==> config.mk <==
export PLATFORM = sky130hd
export DESIGN_NAME = lsb_stego_header_extractor
export DESIGN_NICKNAME = d
export VERILOG_FILES = /design/src/lsbhx_pkg.sv /design/src/lsb_stego_header_extractor.sv /design/src/lsbhx_in_buf.sv /design/src/lsbhx_parser.sv /design/src/lsbhx_out_buf.sv
export SDC_FILE = /design/constraint.sdc
export NUM_CORES = 1
export LEC_CHECK = 0
export ABC_AREA = 1
export ABC_CLOCK_PERIOD_IN_PS = 18920
export BUFFER_PORTS_ARGS = -buffer_cell sky130_fd_sc_hd__clkbuf_2
export CAP_MARGIN = 15
export CORE_ASPECT_RATIO = 2
export CORE_MARGIN = 2
export CORE_UTILIZATION = 35
export CTS_BUF_LIST = sky130_fd_sc_hd__clkbuf_2
export DETAILED_ROUTE_END_ITERATION = 10
export PLACE_DENSITY_LB_ADDON = 0.05
export SETUP_SLACK_MARGIN = 0.5
export SLEW_MARGIN = 20
export SYNTH_ARGS = -nofsm -noshare
export SYNTH_HDL_FRONTEND = slang
export SYNTH_SLANG_ARGS = --single-unit
==> constraint.sdc <==
create_clock -name clk_i -period 18.92 [get_ports clk_i]
set_clock_uncertainty 0.05 [all_clocks]
set_input_delay 2.838 -clock clk_i [delete_from_list [all_inputs] [get_ports clk_i]]
set_output_delay 2.838 -clock clk_i [all_outputs]
set_load 0.01 [all_outputs]
==> src/lsbhx_pkg.sv <==
// shared types and constants for the low-bit header extractor
// no dependencies; imported by every module of the block
package lsbhx_pkg;

  // dimension field width fixed by the header format, and the config register index width
  localparam int unsigned DIM_W       = 11;
  localparam int unsigned CFG_INDEX_W = 2;

  // configuration register indexes
  localparam logic [CFG_INDEX_W-1:0] REG_IMAGE_WIDTH  = 2'd0;
  localparam logic [CFG_INDEX_W-1:0] REG_IMAGE_HEIGHT = 2'd1;

  // result kinds
  localparam logic [1:0] KIND_EXT  = 2'd0;
  localparam logic [1:0] KIND_PAY  = 2'd1;
  localparam logic [1:0] KIND_ERR  = 2'd2;
  localparam logic [1:0] KIND_DONE = 2'd3;

  // error codes
  localparam logic [2:0] ERR_NONE      = 3'd0;
  localparam logic [2:0] ERR_HEADER    = 3'd1;
  localparam logic [2:0] ERR_SEPARATOR = 3'd2;
  localparam logic [2:0] ERR_SIZE      = 3'd3;
  localparam logic [2:0] ERR_EXT_LONG  = 3'd4;
  localparam logic [2:0] ERR_TRUNCATED = 3'd5;

  // stream characters
  localparam logic [7:0] SEP_CHAR     = 8'h78;
  localparam logic [7:0] NEWLINE_CHAR = 8'h0a;

  // one input word
  typedef struct packed {
    logic [7:0] pixel_byte;
    logic       first_byte;
    logic       final_byte;
  } item_t;

  // one result word
  typedef struct packed {
    logic [1:0]  kind;
    logic [7:0]  byte_value;
    logic [2:0]  error_code;
    logic [31:0] payload_bits;
    logic        run_end;
  } result_t;

  // results caused by one input word, head goes out first
  typedef struct packed {
    logic [1:0] cnt;
    result_t    head;
    result_t    tail;
  } res_pair_t;

endpackage

==> src/lsb_stego_header_extractor.sv <==
// Low-bit header extractor, top level.
// Input channel: one color byte per word (valid/stall); first_byte restarts the parse,
// final_byte marks the end of the image. Output channel: result words (valid/stall),
// extension bytes, payload bytes, then a done or error word; run_end marks the last
// result word caused by one input word. Each input word gives zero, one or two results.
// Config port: valid/ready writes of image_width (index 0) and image_height (index 1),
// always ready; write only while no word is in flight.
// An accepted word is held in the input register until its results have room;
// it is then parsed and its results are loaded into the result register.
// Throughput: one input word per cycle while out_stall_i is low; a word with two
// results holds back the next word, as the result register drains one word per cycle.
// Stall: a stalled output holds its word; the input keeps taking words until the input
// register and its skid entry fill, then raises in_stall_o, which comes from a flop.
// Reset: the parser goes idle and ignores words until one with first_byte set; both
// config registers clear to zero; buffers empty.
// depends on lsbhx_pkg, lsbhx_in_buf, lsbhx_parser, lsbhx_out_buf
module lsb_stego_header_extractor import lsbhx_pkg::*; #(
  parameter int unsigned MAX_EXT_BYTES = 16
) (
  input  logic                   clk_i,
  input  logic                   rst_ni,
  input  logic                   in_valid_i,
  output logic                   in_stall_o,
  input  logic [7:0]             pixel_byte_i,
  input  logic                   first_byte_i,
  input  logic                   final_byte_i,
  output logic                   out_valid_o,
  input  logic                   out_stall_i,
  output logic [1:0]             kind_o,
  output logic [7:0]             byte_value_o,
  output logic [2:0]             error_code_o,
  output logic [31:0]            payload_bits_o,
  output logic                   run_end_o,
  input  logic                   cfg_valid_i,
  output logic                   cfg_ready_o,
  input  logic [CFG_INDEX_W-1:0] cfg_index_i,
  input  logic [DIM_W-1:0]       cfg_data_i
);

  logic [DIM_W-1:0] width_q, height_q;
  item_t            in_item;
  item_t            main_item;
  logic             main_valid;
  logic             adv;
  logic             room;
  res_pair_t        res;
  result_t          head;

  // configuration registers
  assign cfg_ready_o = 1'b1;

  always_ff @(posedge clk_i or negedge rst_ni) begin
    if (!rst_ni) begin
      width_q  <= '0;
      height_q <= '0;
    end else if (cfg_valid_i && cfg_ready_o) begin
      case (cfg_index_i)
        REG_IMAGE_WIDTH:  width_q  <= cfg_data_i;
        REG_IMAGE_HEIGHT: height_q <= cfg_data_i;
        default: ;
      endcase
    end
  end

  // input word register
  assign in_item.pixel_byte = pixel_byte_i;
  assign in_item.first_byte = first_byte_i;
  assign in_item.final_byte = final_byte_i;

  lsbhx_in_buf u_in_buf (
    .clk_i        (clk_i),
    .rst_ni       (rst_ni),
    .in_valid_i   (in_valid_i),
    .in_item_i    (in_item),
    .consume_i    (adv),
    .in_stall_o   (in_stall_o),
    .main_valid_o (main_valid),
    .main_item_o  (main_item)
  );

  // parse a word once its results have a place to go
  assign adv = main_valid & ((res.cnt == 2'd0) | room);

  lsbhx_parser #(
    .MAX_EXT_BYTES (MAX_EXT_BYTES)
  ) u_parser (
    .clk_i          (clk_i),
    .rst_ni         (rst_ni),
    .step_i         (adv),
    .item_i         (main_item),
    .image_width_i  (width_q),
    .image_height_i (height_q),
    .res_o          (res)
  );

  // result register
  lsbhx_out_buf u_out_buf (
    .clk_i       (clk_i),
    .rst_ni      (rst_ni),
    .load_i      (adv & (res.cnt != 2'd0)),
    .res_i       (res),
    .out_stall_i (out_stall_i),
    .room_o      (room),
    .out_valid_o (out_valid_o),
    .head_o      (head)
  );

  assign kind_o         = head.kind;
  assign byte_value_o   = head.byte_value;
  assign error_code_o   = head.error_code;
  assign payload_bits_o = head.payload_bits;
  assign run_end_o      = head.run_end;

endmodule

==> src/lsbhx_in_buf.sv <==
// input register with a skid entry so the stall output is a flop
// depends on lsbhx_pkg for the input word type
module lsbhx_in_buf import lsbhx_pkg::*; (
  input  logic  clk_i,
  input  logic  rst_ni,
  input  logic  in_valid_i,
  input  item_t in_item_i,
  input  logic  consume_i,
  output logic  in_stall_o,
  output logic  main_valid_o,
  output item_t main_item_o
);

  logic  main_vld_q, main_vld_d;
  logic  skid_vld_q, skid_vld_d;
  item_t main_q, main_d;
  item_t skid_q, skid_d;
  logic  accept;
  logic  main_free;

  assign in_stall_o   = skid_vld_q;
  assign accept       = in_valid_i & ~skid_vld_q;
  assign main_free    = ~main_vld_q | consume_i;
  assign main_valid_o = main_vld_q;
  assign main_item_o  = main_q;

  // refill the main entry from the skid entry first, else from the port
  always_comb begin
    main_vld_d = main_vld_q;
    skid_vld_d = skid_vld_q;
    main_d     = main_q;
    skid_d     = skid_q;
    if (main_free) begin
      if (skid_vld_q) begin
        main_vld_d = 1'b1;
        main_d     = skid_q;
        skid_vld_d = 1'b0;
      end else begin
        main_vld_d = accept;
        main_d     = in_item_i;
      end
    end else if (accept) begin
      skid_vld_d = 1'b1;
      skid_d     = in_item_i;
    end
  end

  // control flops
  always_ff @(posedge clk_i or negedge rst_ni) begin
    if (!rst_ni) begin
      main_vld_q <= 1'b0;
      skid_vld_q <= 1'b0;
    end else begin
      main_vld_q <= main_vld_d;
      skid_vld_q <= skid_vld_d;
    end
  end

  // payload flops
  always_ff @(posedge clk_i) begin
    main_q <= main_d;
    skid_q <= skid_d;
  end

endmodule

==> src/lsbhx_parser.sv <==
// header and bit stream parser: parse state plus one-word update logic
// depends on lsbhx_pkg for word types, result kinds and error codes
module lsbhx_parser import lsbhx_pkg::*; #(
  parameter int unsigned MAX_EXT_BYTES = 16
) (
  input  logic             clk_i,
  input  logic             rst_ni,
  input  logic             step_i,
  input  item_t            item_i,
  input  logic [DIM_W-1:0] image_width_i,
  input  logic [DIM_W-1:0] image_height_i,
  output res_pair_t        res_o
);

  localparam int unsigned EXT_CNT_W = $clog2(MAX_EXT_BYTES + 1);
  localparam logic [EXT_CNT_W-1:0] EXT_LIMIT = EXT_CNT_W'(MAX_EXT_BYTES);

  // parse phases
  localparam logic [3:0] PH_IDLE   = 4'd0;
  localparam logic [3:0] PH_HEAD   = 4'd1;
  localparam logic [3:0] PH_SEP1   = 4'd2;
  localparam logic [3:0] PH_WIDTH  = 4'd3;
  localparam logic [3:0] PH_SEP2   = 4'd4;
  localparam logic [3:0] PH_HEIGHT = 4'd5;
  localparam logic [3:0] PH_SEP3   = 4'd6;
  localparam logic [3:0] PH_EXT    = 4'd7;
  localparam logic [3:0] PH_SIZE   = 4'd8;
  localparam logic [3:0] PH_SEP5   = 4'd9;
  localparam logic [3:0] PH_PAY    = 4'd10;

  logic [3:0]           phase_q, phase_d, cur_phase;
  logic [1:0]           idx_q, idx_d, cur_idx;
  logic [2:0]           count_q, count_d, cur_count;
  logic [1:0]           code_q, code_d, cur_code;
  logic [31:0]          shift_q, shift_d, cur_shift;
  logic [31:0]          ctr_q, ctr_d, cur_ctr;
  logic [31:0]          target_q, target_d, cur_target;
  logic [DIM_W-1:0]     hw_q, hw_d, cur_hw;
  logic [EXT_CNT_W-1:0] extcnt_q, extcnt_d, cur_extcnt;

  logic [7:0]  b;
  logic        first;
  logic [7:0]  bits;
  logic [2:0]  m;
  logic [5:0]  field_len;
  logic [4:0]  fc;
  logic [5:0]  need;
  logic        fld_full;
  logic [7:0]  used_bits;
  logic [31:0] fld_acc;
  logic [2:0]  rem;
  logic [7:0]  lbits;
  logic [2:0]  pp;
  logic [14:0] acc;
  logic [3:0]  rb;
  logic [31:0] togo;
  logic        pay_byte;
  logic        pay_done;

  logic        data_ev, term_ev;
  result_t     data_r, term_r;

  assign b     = item_i.pixel_byte;
  assign first = item_i.first_byte;

  // a first word restarts the parse from a clean state
  assign cur_phase  = first ? PH_HEAD : phase_q;
  assign cur_idx    = first ? 2'd0 : idx_q;
  assign cur_count  = first ? 3'd0 : count_q;
  assign cur_code   = first ? 2'd0 : code_q;
  assign cur_shift  = first ? 32'd0 : shift_q;
  assign cur_ctr    = first ? 32'd0 : ctr_q;
  assign cur_target = first ? 32'd0 : target_q;
  assign cur_hw     = first ? '0 : hw_q;
  assign cur_extcnt = first ? '0 : extcnt_q;

  // low bits carried by this word
  assign m    = cur_count;
  assign bits = b & ~(8'hff << m);

  // field phases: at most one field completes per word
  always_comb begin
    case (cur_phase)
      PH_WIDTH, PH_HEIGHT: field_len = 6'd11;
      PH_SIZE:             field_len = 6'd32;
      default:             field_len = 6'd8;
    endcase
  end

  assign fc        = cur_ctr[4:0];
  assign need      = field_len - {1'b0, fc};
  assign fld_full  = {3'b000, m} >= need;
  assign used_bits = fld_full ? (bits & ~(8'hff << need[2:0])) : bits;
  assign fld_acc   = cur_shift | (32'(used_bits) << fc);
  assign rem       = m - need[2:0];
  assign lbits     = bits >> need[2:0];

  // payload phase: byte boundary and end of payload
  assign pp       = cur_ctr[2:0];
  assign acc      = {7'd0, cur_shift[7:0]} | (15'(bits) << pp);
  assign rb       = 4'd8 - {1'b0, pp};
  assign togo     = cur_target - cur_ctr;
  assign pay_byte = ({1'b0, m} >= rb) && (32'(rb) <= togo);
  assign pay_done = togo <= 32'(m);

  // next state and the results of this word
  always_comb begin
    phase_d  = cur_phase;
    idx_d    = cur_idx;
    count_d  = cur_count;
    code_d   = cur_code;
    shift_d  = cur_shift;
    ctr_d    = cur_ctr;
    target_d = cur_target;
    hw_d     = cur_hw;
    extcnt_d = cur_extcnt;
    data_ev  = 1'b0;
    term_ev  = 1'b0;
    data_r   = '0;
    term_r   = '0;

    case (cur_phase)
      PH_IDLE: begin
        phase_d = PH_IDLE;
      end
      PH_HEAD: begin
        if (cur_idx == 2'd0) begin
          code_d = b[1:0];
        end else begin
          count_d = cur_count | (3'(b[0]) << (cur_idx - 2'd1));
        end
        if (cur_idx == 2'd3) begin
          if (cur_code != 2'd3 || count_d == 3'd0) begin
            term_ev           = 1'b1;
            term_r.kind       = KIND_ERR;
            term_r.error_code = ERR_HEADER;
            phase_d           = PH_IDLE;
          end else begin
            phase_d = PH_SEP1;
            shift_d = 32'd0;
            ctr_d   = 32'd0;
          end
        end else begin
          idx_d = cur_idx + 2'd1;
        end
      end
      PH_PAY: begin
        if (pay_byte) begin
          data_ev           = 1'b1;
          data_r.kind       = KIND_PAY;
          data_r.byte_value = acc[7:0];
        end
        if (pay_done) begin
          term_ev             = 1'b1;
          term_r.kind         = KIND_DONE;
          term_r.payload_bits = cur_target;
          phase_d             = PH_IDLE;
        end else begin
          ctr_d   = cur_ctr + 32'(m);
          shift_d = pay_byte ? 32'(acc[14:8]) : 32'(acc[7:0]);
        end
      end
      default: begin
        if (!fld_full) begin
          shift_d = fld_acc;
          ctr_d   = 32'(fc) + 32'(m);
        end else begin
          // leftover bits open the next field
          shift_d = 32'(lbits);
          ctr_d   = 32'(rem);
          case (cur_phase)
            PH_SEP1, PH_SEP2, PH_SEP3: begin
              if (fld_acc != 32'(SEP_CHAR)) begin
                term_ev           = 1'b1;
                term_r.kind       = KIND_ERR;
                term_r.error_code = ERR_SEPARATOR;
                phase_d           = PH_IDLE;
              end else begin
                phase_d = cur_phase + 4'd1;
              end
            end
            PH_WIDTH: begin
              hw_d    = fld_acc[DIM_W-1:0];
              phase_d = PH_SEP2;
            end
            PH_HEIGHT: begin
              if (cur_hw != image_width_i || fld_acc[DIM_W-1:0] != image_height_i) begin
                term_ev           = 1'b1;
                term_r.kind       = KIND_ERR;
                term_r.error_code = ERR_SIZE;
                phase_d           = PH_IDLE;
              end else begin
                phase_d = PH_SEP3;
              end
            end
            PH_EXT: begin
              if (fld_acc == 32'(NEWLINE_CHAR)) begin
                phase_d = PH_SIZE;
              end else if (cur_extcnt >= EXT_LIMIT) begin
                term_ev           = 1'b1;
                term_r.kind       = KIND_ERR;
                term_r.error_code = ERR_EXT_LONG;
                phase_d           = PH_IDLE;
              end else begin
                data_ev           = 1'b1;
                data_r.kind       = KIND_EXT;
                data_r.byte_value = fld_acc[7:0];
                extcnt_d          = cur_extcnt + EXT_CNT_W'(1);
              end
            end
            PH_SIZE: begin
              target_d = fld_acc;
              phase_d  = PH_SEP5;
            end
            PH_SEP5: begin
              if (fld_acc != 32'(SEP_CHAR)) begin
                term_ev           = 1'b1;
                term_r.kind       = KIND_ERR;
                term_r.error_code = ERR_SEPARATOR;
                phase_d           = PH_IDLE;
              end else if (cur_target == 32'd0) begin
                term_ev     = 1'b1;
                term_r.kind = KIND_DONE;
                phase_d     = PH_IDLE;
              end else if (cur_target <= 32'(rem)) begin
                // a short payload can end inside this very word
                term_ev             = 1'b1;
                term_r.kind         = KIND_DONE;
                term_r.payload_bits = cur_target;
                phase_d             = PH_IDLE;
              end else begin
                phase_d = PH_PAY;
              end
            end
            default: begin
              phase_d = PH_IDLE;
            end
          endcase
        end
      end
    endcase

    // image ended before the parse finished
    if (item_i.final_byte && phase_d != PH_IDLE) begin
      term_ev           = 1'b1;
      term_r            = '0;
      term_r.kind       = KIND_ERR;
      term_r.error_code = ERR_TRUNCATED;
      phase_d           = PH_IDLE;
    end
  end

  // pack the results in emission order
  always_comb begin
    res_o.cnt          = {1'b0, data_ev} + {1'b0, term_ev};
    res_o.head         = data_ev ? data_r : term_r;
    res_o.head.run_end = ~(data_ev & term_ev);
    res_o.tail         = term_r;
    res_o.tail.run_end = 1'b1;
  end

  // parse state
  always_ff @(posedge clk_i or negedge rst_ni) begin
    if (!rst_ni) begin
      phase_q  <= PH_IDLE;
      idx_q    <= 2'd0;
      count_q  <= 3'd0;
      code_q   <= 2'd0;
      shift_q  <= 32'd0;
      ctr_q    <= 32'd0;
      target_q <= 32'd0;
      hw_q     <= '0;
      extcnt_q <= '0;
    end else if (step_i) begin
      phase_q  <= phase_d;
      idx_q    <= idx_d;
      count_q  <= count_d;
      code_q   <= code_d;
      shift_q  <= shift_d;
      ctr_q    <= ctr_d;
      target_q <= target_d;
      hw_q     <= hw_d;
      extcnt_q <= extcnt_d;
    end
  end

endmodule

==> src/lsbhx_out_buf.sv <==
// two-entry result buffer, a word out per unstalled cycle
// depends on lsbhx_pkg for the result types
module lsbhx_out_buf import lsbhx_pkg::*; (
  input  logic      clk_i,
  input  logic      rst_ni,
  input  logic      load_i,
  input  res_pair_t res_i,
  input  logic      out_stall_i,
  output logic      room_o,
  output logic      out_valid_o,
  output result_t   head_o
);

  logic [1:0] cnt_q, cnt_d;
  result_t    head_q, head_d;
  result_t    tail_q, tail_d;
  logic       take;

  assign out_valid_o = cnt_q != 2'd0;
  assign take        = out_valid_o & ~out_stall_i;
  assign room_o      = (cnt_q == 2'd0) || (cnt_q == 2'd1 && take);
  assign head_o      = head_q;

  // load a new pair or advance the tail to the head
  always_comb begin
    cnt_d  = cnt_q;
    head_d = head_q;
    tail_d = tail_q;
    if (load_i) begin
      cnt_d  = res_i.cnt;
      head_d = res_i.head;
      tail_d = res_i.tail;
    end else if (take) begin
      cnt_d = cnt_q - 2'd1;
      if (cnt_q == 2'd2) begin
        head_d = tail_q;
      end
    end
  end

  always_ff @(posedge clk_i or negedge rst_ni) begin
    if (!rst_ni) begin
      cnt_q <= 2'd0;
    end else begin
      cnt_q <= cnt_d;
    end
  end

  always_ff @(posedge clk_i) begin
    head_q <= head_d;
    tail_q <= tail_d;
  end

endmodule

# --- Word-level counts from Yosys, hierarchy flattened ---
# Index checks and enable logic that the tools add are counted.
op_classes:
  n_eq_ne: 19
  shift: 6
  bitwise: 19
  order_cmp: 6
  n_reduce_logical: 29
  n_mux: 119
  addsub: 12
op_table:
  columns: ["operator", "count"]
  rows:
  - ["two-way mux 32 bit", 19]
  - ["two-way mux 46 bit", 5]
  - ["one-hot mux 32 bit (3 select lines)", 2]
  - ["<= comparator 32 x 3 -> 1 bit", 2]
  - ["one-hot mux 32 bit (2 select lines)", 1]
  - ["two-way mux 11 bit", 4]
  - ["two-way mux 2 bit", 22]
  - ["two-way mux 4 bit", 11]
  - ["two-way mux 10 bit", 4]
  - ["two-way mux 35 bit", 1]
  - ["adder 32 x 3 -> 32 bit", 1]
  - ["== test 32 x 4 -> 1 bit, second input constant", 1]
  - ["<= comparator 4 x 32 -> 1 bit", 1]
  - ["logical NOT 32 bit", 1]
  - ["inequality test 32 x 7 -> 1 bit, second input constant", 1]
  - ["bitwise OR 32 bit", 1]
  - ["<< shifter 8 x 5 -> 32 bit", 1]
  - ["subtractor 32 bit", 1]
  - ["two-way mux 5 bit", 6]
  - ["two-way mux 3 bit", 8]
  - ["two-way mux 8 bit", 3]
  - ["one-hot mux 4 bit (6 select lines)", 1]
  - ["inequality test 11 bit", 2]
  - ["two-way mux 1 bit", 21]
  - ["52 further kinds", 90]
word_totals:
  word_cells: 239
  reg_bits: 260
  in_bits: 28
  output_inout_bits: 49

# --- Longest topological paths before layout ---
# Gate-level depths: netlist of run 1.
logic_depth:
  depth_word: 27
  mapped_depth: 58
  mapped_depth_nobuf: 54

# --- By module ---
# Synthesis of run 1 repeated with hierarchy kept, for this count alone.
hier_totals:
  hier_cells: 2690
  area_unflattened_um2: 19077.0
by_module_without_submodules:
  columns: ["module", "cells_per_inst", "seq_area_each_um2", "instances", "area_each_um2"]
  rows:
  - ["lsbhx_parser", 2254, 3078.0, 1, 13797.0]
  - ["lsbhx_out_buf", 267, 2812.7, 1, 3539.6]
  - ["lsb_stego_header_extractor", 107, 550.5, 1, 928.4]
  - ["lsbhx_in_buf", 62, 650.6, 1, 812.0]

# --- Worst setup path after synthesis of run 1 ---
# OpenSTA, ideal clock, no wires.
synth_timing:
  path_type: "register -> register"
  start: "register u_in_buf.main_q, in the netlist u_in_buf.main_item_o[1]"
  end: "register u_out_buf.head_q, in the netlist u_out_buf.head_o[0], enable pin"
  t_arrival_ns: 9.045
  path_slack_ns: 9.421
  required_time_ns: 18.466
  n_path_buf: 5
  path_stages_with_launch: 50
  setup_time_ns: 0.404
  synth_period_minus_slack_ns: 9.499
  cell_sequence: "edfxtp_1 buf_6 buf_1 nor2_1 inv_1 nor2_1 inv_1 nor2_1 nor2_1 ha_1 fa_1 buf_2 clkinv_1 fa_1 inv_1 a21oi_1 nand2_1 nand3_2 [... 14 more ...] nor2_1 nand2_1 nand2_1 nand3_2 nor2_2 nand2_1 nand2_4 nand2_4 inv_2 ha_1 inv_1 nand3_1 nand2_1 clkbuf_1 nor2_1 inv_1 clkbuf_1 nand2_1"
synth_between:
  elab_chain_cells: 27
  word_cells_on_any_way: 105
  cone_classes: "add/sub: 7; order compare: 6; eq/ne: 16; shift: 4; mux: 46; bitwise: 9; reduce/logical: 17"
synth_lines:
  columns: ["element", "line_no", "text"]
  rows:
  - ["start, declared", "lsbhx_in_buf.sv:16", "item_t main_q, main_d;"]
  - ["start signal, assigned", "lsbhx_in_buf.sv:61", "main_q <= main_d;"]
  - ["parallel branches: the longest is 20 deep, another holds subtractor 6 x 5 -> 6 bit", null, null]
  - ["adder 1 x 1 -> 2 bit *", "lsbhx_parser.sv:255", "res_o.cnt = {1'b0, data_ev} + {1'b0, term_ev};"]
  - ["logical NOT 2 bit", "lsb_stego_header_extractor.sv:82", "assign adv = main_valid & ((res.cnt == 2'd0) | room);"]
  - ["bitwise OR 1 bit", "lsb_stego_header_extractor.sv:82", null]
  - ["bitwise AND 1 bit", "lsb_stego_header_extractor.sv:82", null]
  - ["bitwise AND 1 bit *", "lsb_stego_header_extractor.sv:100", ".load_i (adv & (res.cnt != 2'd0)),"]
  - ["net u_out_buf.load_i", "lsbhx_out_buf.sv:6", "input logic load_i,"]
  - ["nonzero test 2 bit (no source line)", null, null]
  - ["AND reduction 2 bit (no source line) *", null, null]
  - ["end signal, assigned", "lsbhx_out_buf.sv:50", "head_q <= head_d;"]
  - ["end, declared", "lsbhx_out_buf.sv:15", "result_t head_q, head_d;"]
# Mark *: on every way through the listed nets, which the timed path passes. The select of a mux whose other input is x is not followed.
# A chain may end at the register's enable or synchronous reset.

# --- Worst setup path in the final report of run 1 ---
layout_timing:
  start: "register u_in_buf.main_q, in the netlist u_in_buf.main_item_o[1]"
  end: "register u_parser.shift_q[31]"
layout_between:
  elab_chain_cells: 24
  word_cells_on_any_way: 105
  cone_classes: "add/sub: 7; order compare: 6; eq/ne: 16; shift: 4; mux: 51; bitwise: 8; reduce/logical: 13"
layout_lines:
  columns: ["element", "line_no", "text"]
  rows:
  - ["parallel branches: the longest is 24 deep, another holds subtractor 6 x 5 -> 6 bit", null, null]
  - ["end signal, assigned", "lsbhx_parser.sv:279", "shift_q <= shift_d;"]
  - ["end, declared", "lsbhx_parser.sv:35", "logic [31:0] shift_q, shift_d, cur_shift;"]
# Several ways; the timed one is not identified. The select of a mux whose other input is x is not followed.

==> flow_summary.json, run 1 <==
{
  "core_area_um2": 50700,
  "period_needed_ps": 10940,
  "dp_hpwl_um": 53500,
  "dr.pass1.iters": 8,
  "syn_area_per_cell_um2": 7.20,
  "grt_setup_unrepaired": "false",
  "io_buffer_count": 74,
  "row_count": 117,
  "critPathCaptureType": "flip-flop",
  "finalMaxSlewViolations": 0,
  "period_share": 0.578,
  "yosysTopAreaCellShare": 0.209,
  "synth_fp_nets": 2576,
  "synth_edf_count": 101,
  "hold_path.class": "reg2reg",
  "seqCellArea_um2": 6760,
  "yosys.area_share.simple": 0.304,
  "cp.required_ps": 19790,
  "grt_usage": 0.271,
  "cp_slowest_cell": "fa_1",
  "cap_violations": 0,
  "final_cell_mix": "nand2_1, inv_1, nor2_1",
  "postCtsResizedCells": 0,
  "setup-violations-final": 0,
  "synthXorXnorAreaFrac": 0.0289,
  "timing.final.ws_setup_ps": 7980,
  "htree_num_levels": 3,
  "synthFlopType": "dfrtp_1",
  "antenna_found_initial": 1,
  "drtIter0Drc": 1054,
  "start_util": 0.353,
  "grt_start_max_net_pins": 88,
  "peakVddDrop_mv": 0.111,
  "post_cts_buffers": 0,
  "area_growth_syn_to_layout_pct": 9.55,
  "synth_top_family_by_area": "simple AND/OR/NAND/NOR gates",
  "max_stage_delay_ps": 1060,
  "ys_async_sr_fraction": 0.596,
  "drive_gt1_frac": 0.122,
  "synthCells": 2480,
  "muxShareOfSynthArea": 0,
  "ys_types": 63,
  "cts_tree": "done",
  "total_leakage_power_nw": 9.07,
  "n_fill_cell": 5573,
  "crit_fanout": 62,
  "wirelength_um": 70700,
  "hold_viol": 0,
  "critPathKind": "reg2reg",
  "grt_pass1_vias": 17445,
  "die_w_um": 164,
  "vias": 17277,
  "place_ws_ps": 7940,
  "final_common_cell": "nand2_1",
  "syn_area_um2": 17900,
  "cts.sinks": 250,
  "yosys_warnings": 0,
  "ys_seq_area_frac": 0.379,
  "critPathArrivalTime_ps": 11810,
  "synth_compound_area_frac": 0.146,
  "fmax_ghz": 0.0914,
  "grt_pass1_wl_um": 106000,
  "slew_headroom": 0.232,
  "outcome": "completed",
  "crit_top_cell": "nand2_1",
  "chipHeight_um": 323,
  "clk_pin_slew_worst_paths_ps": 100,
  "dieArea_um2": 53000,
  "ios": 77,
  "synth.area.top_cells": "dfrtp_1, edfxtp_1, nand2_1",
  "remaining_drc_errors": 0,
  "postRouteAntennaNets": 0,
  "gp_congestion": 0.924,
  "vias_per_cell": 5.29,
  "final_cells": 3264,
  "crit_path_start_kind": "flip-flop",
  "wire_per_inst_um": 21.6,
  "clock_latency_ps": 1040,
  "multi_input_area_um2": 9480,
  "worst-slew-pin-transition_ps": 1140,
  "final_nets": 2652,
  "synth_fa_ha_area_frac": 0.0493,
  "ctsHoldBuffers": 0,
  "ys_ff_latch": 250,
  "overflow": 0,
  "power.density_nw_per_um2": 199,
  "synth_area_leader_cell": "dfrtp_1",
  "fin_tns_setup_ps": 0,
  "cts-root-buf": "clkbuf_2",
  "clk_path_buf_depth": 3,
  "dp.cells": 3141,
  "numCtsBuffers": 67
}
registers in the layout (all words and copies together), names as in the netlist, 3 cells and up:
| register | count |
|---|---|
| u_parser.hw_q | 11 |
| u_parser.count_q | 3 |
| u_parser.extcnt_q | 5 |
| u_parser.target_q | 32 |
| height_q | 11 |
| width_q | 11 |
| u_out_buf.head_o | 46 |
| u_parser.phase_q | 4 |
| u_out_buf.tail_q | 37 |
| u_in_buf.skid_q | 9 |
| u_parser.ctr_q | 32 |
| u_parser.shift_q | 32 |
| u_in_buf.main_item_o | 9 |
cells in the mapped netlist (5+ instances only):
| library cell | instances |
|---|---|
| a21o_1 | 5 |
| nand4_1 | 56 |
| ha_1 | 64 |
| nor2_2 | 6 |
| dfrtp_1 | 149 |
| nor4_1 | 17 |
| nor3_2 | 5 |
| nand3_2 | 8 |
| nand2_4 | 6 |
| o21ai_1 | 7 |
| nand2_1 | 604 |
| clkinv_1 | 6 |
| a22oi_1 | 30 |
| nor3_4 | 10 |
| nor2_1 | 281 |
| a211oi_1 | 5 |
| a21oi_1 | 173 |
| nand2_2 | 16 |
| o21ai_0 | 165 |
| nor2_4 | 7 |
| nor3_1 | 28 |
| xor2_1 | 32 |
| buf_1 | 18 |
| clkbuf_1 | 65 |
| o211ai_1 | 6 |
| a31oi_1 | 6 |
| nand3_1 | 156 |
| inv_2 | 17 |
| o22ai_1 | 32 |
| buf_2 | 7 |
| edfxtp_1 | 101 |
| inv_1 | 301 |
| a21oi_2 | 5 |
| xnor2_1 | 27 |
cells by family (layout without fill, tap and decap cells):
family / after synthesis / count (layout)
AND/OR/NAND/NOR: 1215 / 1215
buffers and inverters: 423 / 551
adder cells (fa/ha/maj): 68 / 68
other: 1 / 3
XOR/XNOR: 59 / 59
AO/OA/AOI/OAI: 464 / 464
flip-flops: 250 / 250
layer usage:
metal  up-vias  wire length, µm  track usage
met5         -                0            0
li1       8423                -            -
met3       204             2390       0.0312
met1      8164            24400        0.266
met2       486            37600        0.507
met4         0             6180        0.211
through the flow:
step	total power, mW	cell area [µm²]	hold slack [ps]	util
finish	3.90	19600	440	0.386
detailed placement	3.48	18900	415	0.373
global route	4.24	19600	471	0.386
floorplan	2.66	17900	399	-
CTS	3.94	19600	443	0.386
global placement	3.46	18900	413	0.373
layout make-up:
cell class,count,share of cell area
sequential,250,0.346
clock inverter,19,0.00678
antenna,2,0.000256
tap,654,0.0418
clock buffer,102,0.0261
inverter,326,0.0634
multi-input combinational,1807,0.485
timing repair buffer,104,0.0314
final timing paths:
check	cells after the start	start	to	slack, ps
hold / removal	2	u_parser.ctr_q[29]$_DFFE_PN0P_	u_parser.ctr_q[29]$_DFFE_PN0P_	440
setup reg to reg	41	u_in_buf.main_item_o[1]$_DFFE_PN_	u_parser.shift_q[31]$_DFFE_PN0P_	7980
hold reg to reg	2	u_parser.ctr_q[29]$_DFFE_PN0P_	u_parser.ctr_q[29]$_DFFE_PN0P_	440
max in group asynchronous	3	rst_ni	u_parser.ctr_q[5]$_DFFE_PN0P_	15180
min in group asynchronous	1	rst_ni	u_parser.shift_q[22]$_DFFE_PN0P_	1690
setup / recovery	41	u_in_buf.main_item_o[1]$_DFFE_PN_	u_parser.shift_q[31]$_DFFE_PN0P_	7980
power breakdown:
part	switching [mW]	internal, mW
Combinational	1.82	0.738
Sequential	0.0856	0.826
Clock	0.269	0.161
Total	2.17	1.73
worst max-delay path, delay by kind of cell, from the launching register on:
| kind | cells | cell delay [ps] |
|---|---|---|
| compound gates | 3 | 370 |
| fa+ha+maj | 3 | 1800 |
| buf+inv | 9 | 3440 |
| flops | 1 | 610 |
| simple gates | 26 | 4440 |
No activity file was read; power rests on OpenSTA's default activity.
==> run 2, diff against run 1 <==
--- a/config.mk
+++ b/config.mk
@@ -6,7 +6,7 @@
 export NUM_CORES = 1
 export LEC_CHECK = 0
 export ABC_AREA = 1
-export ABC_CLOCK_PERIOD_IN_PS = 18920
+export ABC_CLOCK_PERIOD_IN_PS = 10600
 export BUFFER_PORTS_ARGS = -buffer_cell sky130_fd_sc_hd__clkbuf_2
 export CAP_MARGIN = 15
 export CORE_ASPECT_RATIO = 2
==> constraint.sdc (replaced) <==
create_clock -name clk_i -period 10.6 [get_ports clk_i]
set_clock_uncertainty 0.05 [all_clocks]
set_input_delay 1.59 -clock clk_i [delete_from_list [all_inputs] [get_ports clk_i]]
set_output_delay 1.59 -clock clk_i [all_outputs]
set_load 0.01 [all_outputs]
==> run 2 against run 1 <==
Compared with the run above: flip-flop and latch count unchanged; routed wire length fell by 1.3%; register-to-register slack got worse by 6400 ps; sequential power grew 78%; total power is 80% higher; final area rose by 0.60%; sequential share of layout area decreased by 0.20 points; global-route usage shrank 0.25 points; largest power group unchanged.
==> flow_summary.json, run 2 (synthesis results as in run 1) <==
{
  "outcome": "completed",
  "use_met2": 0.505,
  "post_cts_buffers": 0,
  "ios": 77,
  "hold_viol": 0,
  "intPower_mw": 3.14,
  "core_area_um2": 50700,
  "worst-slew-pin-transition_ps": 869,
  "postRouteAntennaNets": 0,
  "clock_latency_ps": 1070,
  "fin_tns_setup_ps": 0,
  "final_common_cell": "nand2_1",
  "drtIter0Drc": 912,
  "drive_gt1_frac": 0.125,
  "hold_path.class": "in2async",
  "seqCellArea_um2": 6760,
  "top_usage_layer": "met2",
  "numCtsBuffers": 67,
  "crit_top_cell": "nand2_1",
  "total_leakage_power_nw": 9.14,
  "multi_input_area_um2": 9470,
  "cts_tree": "done",
  "critPathArrivalTime_ps": 9960,
  "cts.sinks": 250,
  "row_count": 117,
  "grt_start_max_net_pins": 83,
  "dieArea_um2": 53000,
  "grt_pass1_wl_um": 105000,
  "vias": 17303,
  "period_needed_ps": 9060,
  "chipHeight_um": 323,
  "finalMaxSlewViolations": 0,
  "cp.required_ps": 11510,
  "gr-usage-met3": 0.0353,
  "max_stage_delay_ps": 760,
  "fmax_ghz": 0.110,
  "setup-violations-final": 0,
  "slew_headroom": 0.418,
  "start_util": 0.353,
  "io_buffer_count": 74,
  "switchingPower_mw": 3.87,
  "critPathCaptureType": "flip-flop",
  "area_growth_syn_to_layout_pct": 10.2,
  "p_total_mw": 7.01,
  "grt_setup_unrepaired": "false",
  "ctsHoldBuffers": 0,
  "critPathKind": "reg2reg",
  "final_cell_mix": "nand2_1, inv_1, nor2_1",
  "seqPwrFrac": 0.231,
  "crit_path_start_kind": "flip-flop",
  "comb_power_share": 0.662,
  "n_fill_cell": 5566,
  "power.density_nw_per_um2": 356,
  "grt_pass1_vias": 17407,
  "gp_congestion": 0.934,
  "overflow": 0,
  "crit_fanout": 29,
  "antenna_found_initial": 1,
  "dp_hpwl_um": 53700,
  "htree_num_levels": 3,
  "grt_usage": 0.269,
  "power.share.switching": 0.552,
  "cts-root-buf": "clkbuf_2",
  "dr.pass1.iters": 6,
  "wire_per_inst_um": 21.3,
  "period_share": 0.854,
  "die_w_um": 164,
  "remaining_drc_errors": 0,
  "largest_reg_flops": 46,
  "p_clk_frac": 0.107,
  "grt_util_met1": 0.260,
  "cap_violations": 0,
  "postCtsResizedCells": 0,
  "cp_slowest_cell": "fa_1",
  "wirelength_um": 69800,
  "clk_path_buf_depth": 3,
  "clk_pin_slew_worst_paths_ps": 120,
  "final_nets": 2665,
  "vias_per_cell": 5.28,
  "peakVddDrop_mv": 0.175
}
==> run 2: cell count changes in the layout (fill, tap and decap cells not counted), sizes merged <==
cell / change
clkinv: +1
buf: +13
clkinvlp: -1
clkbuf: +1
inv: -1
diode: -1
==> run 2: final cells by class <==
class                      count  share of cell area
clock inverter                18             0.00610
tap                          654              0.0416
antenna                        1            0.000127
clock buffer                 103              0.0262
multi-input combinational   1807               0.481
timing repair buffer         117              0.0381
sequential                   250               0.344
inverter                     326              0.0630
==> run 2: worst max-delay path, delay by kind of cell (launching register included) <==
| kind | cells | cell delay, ps |
|---|---|---|
| AOI/OAI and AO/OA | 6 | 730 |
| adders and majority gates | 4 | 1730 |
| buffers and inverters | 11 | 1900 |
| DFF | 1 | 630 |
| and+or+nand+nor | 27 | 3960 |
==> run 2: final timing paths <==
path	to	cells after the start	startpoint	slack (ps)
max in group asynchronous	u_parser.ctr_q[0]$_DFFE_PN0P_	3	rst_ni	8130
setup / recovery	u_parser.shift_q[5]$_DFFE_PN0P_	48	u_in_buf.main_item_o[1]$_DFFE_PN_	1540
hold / removal	u_parser.target_q[22]$_DFFE_PN0P_	1	rst_ni	420
setup reg to reg	u_parser.shift_q[5]$_DFFE_PN0P_	48	u_in_buf.main_item_o[1]$_DFFE_PN_	1540
min in group clk_i	u_parser.hw_q[6]$_DFFE_PN0P_	2	u_parser.hw_q[6]$_DFFE_PN0P_	440
hold reg to reg	u_parser.hw_q[6]$_DFFE_PN0P_	2	u_parser.hw_q[6]$_DFFE_PN0P_	440
==> run 2: layer usage <==
metal	wire length, µm	vias up
met4	6090	0
met3	2350	192
li1	-	8419
met5	0	-
met2	37300	449
met1	24000	8243
==> run 2: power by group through the flow <==
stage / clock (mW) / combinational (mW) / sequential [mW]
2_1_floorplan: 0 / 3.09 / 1.66
3_3_place_gp: 0 / 4.62 / 1.64
3_5_place_dp: 0 / 4.67 / 1.64
4_1_cts: 0.793 / 4.68 / 1.62
5_1_grt: 0.834 / 5.14 / 1.66
6_report: 0.747 / 4.65 / 1.62
==> run 2: per-stage QoR <==
step                utilization  worst slack, ps  area (µm²)  hold slack [ps]  std cells
floorplan                     -             1100       17900              399       2480
global placement          0.376             1460       19000              412       3154
detailed placement        0.376             1440       19000              416       3154
CTS                       0.388             1490       19700              338       3275
global route              0.389              952       19700              378       3276
finish                    0.389             1540       19700              420       3276
==> run 3, diff against run 2 <==
--- a/config.mk
+++ b/config.mk
@@ -14,6 +14,7 @@
 export CORE_UTILIZATION = 35
 export CTS_BUF_LIST = sky130_fd_sc_hd__clkbuf_2
 export DETAILED_ROUTE_END_ITERATION = 10
+export GPL_TIMING_DRIVEN = 0
 export PLACE_DENSITY_LB_ADDON = 0.05
 export SETUP_SLACK_MARGIN = 0.5
 export SLEW_MARGIN = 20
==> run 3 against run 2 <==
Compared with the run above: flip-flop and latch count unchanged; fmax down 5.9%; critical path depth up 3; sequential share of layout area down 0.39 points; register-to-register slack worse by 570 ps; global-route usage up 4.0 points; largest power group unchanged.
==> flow_summary.json, run 3 (synthesis results as in run 1) <==
{
  "clock_latency_ps": 1100,
  "crit_top_cell": "nand2_1",
  "final_cell_mix": "nand2_1, inv_1, nor2_1",
  "dr.pass1.iters": 5,
  "vias_per_cell": 5.41,
  "largest_reg_flops": 46,
  "dp.cells": 3212,
  "grt_pass1_vias": 18310,
  "power.density_nw_per_um2": 377,
  "numCtsBuffers": 66,
  "place_area_um2": 19200,
  "max_stage_delay_ps": 610,
  "gp_congestion": 0.971,
  "area_growth_syn_to_layout_pct": 11.5,
  "clk_pin_slew_worst_paths_ps": 130,
  "dieArea_um2": 53000,
  "cap_violations": 0,
  "power.share.switching": 0.577,
  "crit_fanout": 11,
  "fmax_ghz": 0.104,
  "worst-r2r-setup-slack_ps": 970,
  "htree_num_levels": 3,
  "cts_tree": "done",
  "ios": 77,
  "final_cells": 3337,
  "comb_power_share": 0.682,
  "r2r-end": "u_parser.ctr_q[0]$_DFFE_PN0P_",
  "slew_headroom": 0.290,
  "die_w_um": 164,
  "overflow": 0,
  "seqCellArea_um2": 6760,
  "finalInstanceArea_um2": 19900,
  "wire_per_inst_um": 24.3,
  "p_clk_frac": 0.103,
  "period_share": 0.908,
  "setup-violations-final": 0,
  "start_util": 0.353,
  "hold_viol": 0,
  "period_needed_ps": 9630,
  "final_common_cell": "nand2_1",
  "dp_hpwl_um": 64800,
  "antenna_found_initial": 2,
  "clk_path_buf_depth": 3,
  "crit_path_start_kind": "flip-flop",
  "chipHeight_um": 323,
  "cts-root-buf": "clkbuf_2",
  "outcome": "completed",
  "remaining_drc_errors": 0,
  "critPathCaptureType": "flip-flop",
  "drtIter0Drc": 1285,
  "critPathKind": "reg2reg",
  "intPower_mw": 3.18,
  "cp_slowest_cell": "clkbuf_1",
  "grt_setup_unrepaired": "true",
  "cp.required_ps": 11480,
  "io_buffer_count": 74,
  "n_fill_cell": 5540,
  "seqPwrFrac": 0.215,
  "cts.sinks": 250,
  "final_nets": 2724,
  "cp_top_family": "simple AND/OR/NAND/NOR gates",
  "hold_path.class": "in2async",
  "row_count": 117,
  "wirelength_um": 81100,
  "vias": 18067,
  "drive_gt1_frac": 0.120,
  "finalMaxSlewViolations": 0,
  "path_buf_inv": 14,
  "grt_pass1_wl_um": 117000,
  "grt_usage": 0.309,
  "reg2regPathDepth": 51,
  "whs_ps": 361,
  "multi_input_area_um2": 9490,
  "critPathArrivalTime_ps": 10500,
  "worst-slew-pin-transition_ps": 1060,
  "core_area_um2": 50700,
  "switchingPower_mw": 4.33,
  "regToRegStartpoint": "u_in_buf.main_item_o[1]$_DFFE_PN_",
  "peakVddDrop_mv": 0.160,
  "grt_start_max_net_pins": 68,
  "ctsHoldBuffers": 0,
  "postRouteAntennaNets": 0,
  "total_leakage_power_nw": 9.17
}
## run 3: through the flow
step / setup TNS, ps / util / power [mW] / setup slack (ps)
2_1_floorplan: 0 / - / 4.75 / 1100
3_3_place_gp: -518530 / 0.376 / 6.58 / -5320
3_5_place_dp: -88400 / 0.379 / 6.66 / -1120
4_1_cts: 0 / 0.393 / 7.50 / 549
5_1_grt: 0 / 0.393 / 8.04 / 500
6_report: 0 / 0.393 / 7.51 / 974
## run 3: how the worst max path moves through the flow
stage | start | endpoint | slack (ps) | depth (start not counted)
after floorplan | u_in_buf.main_item_o[1]$_DFFE_PN_ | u_out_buf.head_o[0]$_SDFFCE_PN1P_ | 1100 | 49
after global placement | u_in_buf.main_item_o[1]$_DFFE_PN_ | u_out_buf.head_o[32]$_DFFE_PP_ | -5320 | 40
after detailed placement | u_in_buf.main_item_o[1]$_DFFE_PN_ | u_out_buf.head_o[32]$_DFFE_PP_ | -1120 | 51
after CTS | u_in_buf.main_item_o[1]$_DFFE_PN_ | u_out_buf.head_o[27]$_DFFE_PP_ | 550 | 51
after global routing | u_in_buf.main_item_o[1]$_DFFE_PN_ | u_out_buf.head_o[9]$_DFFE_PP_ | 500 | 54
final | u_in_buf.main_item_o[1]$_DFFE_PN_ | u_parser.ctr_q[0]$_DFFE_PN0P_ | 970 | 51
## run 3: worst register-to-register path, delay by kind of cell (launching register included)
family                     cells  cell delay, ps
AOI/OAI and AO/OA              2             190
adders and majority gates      4            1500
buffers and inverters         14            2970
DFF                            1             420
and+or+nand+nor               31            4450
## run 3: power by group through the flow
stage                     logic, mW  clock network [mW]  registers (mW)
final                          5.12               0.777            1.61
after CTS                      5.08               0.809            1.61
after global placement         4.93                   0            1.65
after floorplan                3.09                   0            1.66
after global routing           5.54               0.850            1.65
after detailed placement       5.02                   0            1.63
## run 3: cell type report
type,instances,share of cell area
multi-input cells,1808,0.477
flip-flops and latches,250,0.340
inverters,326,0.0625
well taps,654,0.0411
clock buffers,104,0.0261
repair buffers,79,0.0246
plain buffers,97,0.0224
clock inverters,16,0.00647
diodes,3,0.000377
## run 3: timing repair
item                       CTS  global route
pin swaps                    1             1
setup endpoints to repair  251           191
setup buffers                1             0
cloned                       1             0
gates resized for setup     14            14
## run 3: layer usage
| metal | vias to the layer above | global-route usage | wire length, µm |
|---|---|---|---|
| li1 | 8565 | - | - |
| met1 | 8533 | 0.288 | 26600 |
| met2 | 689 | 0.579 | 42800 |
| met3 | 280 | 0.0413 | 3510 |
| met4 | 0 | 0.266 | 8190 |
| met5 | - | 0 | 0 |
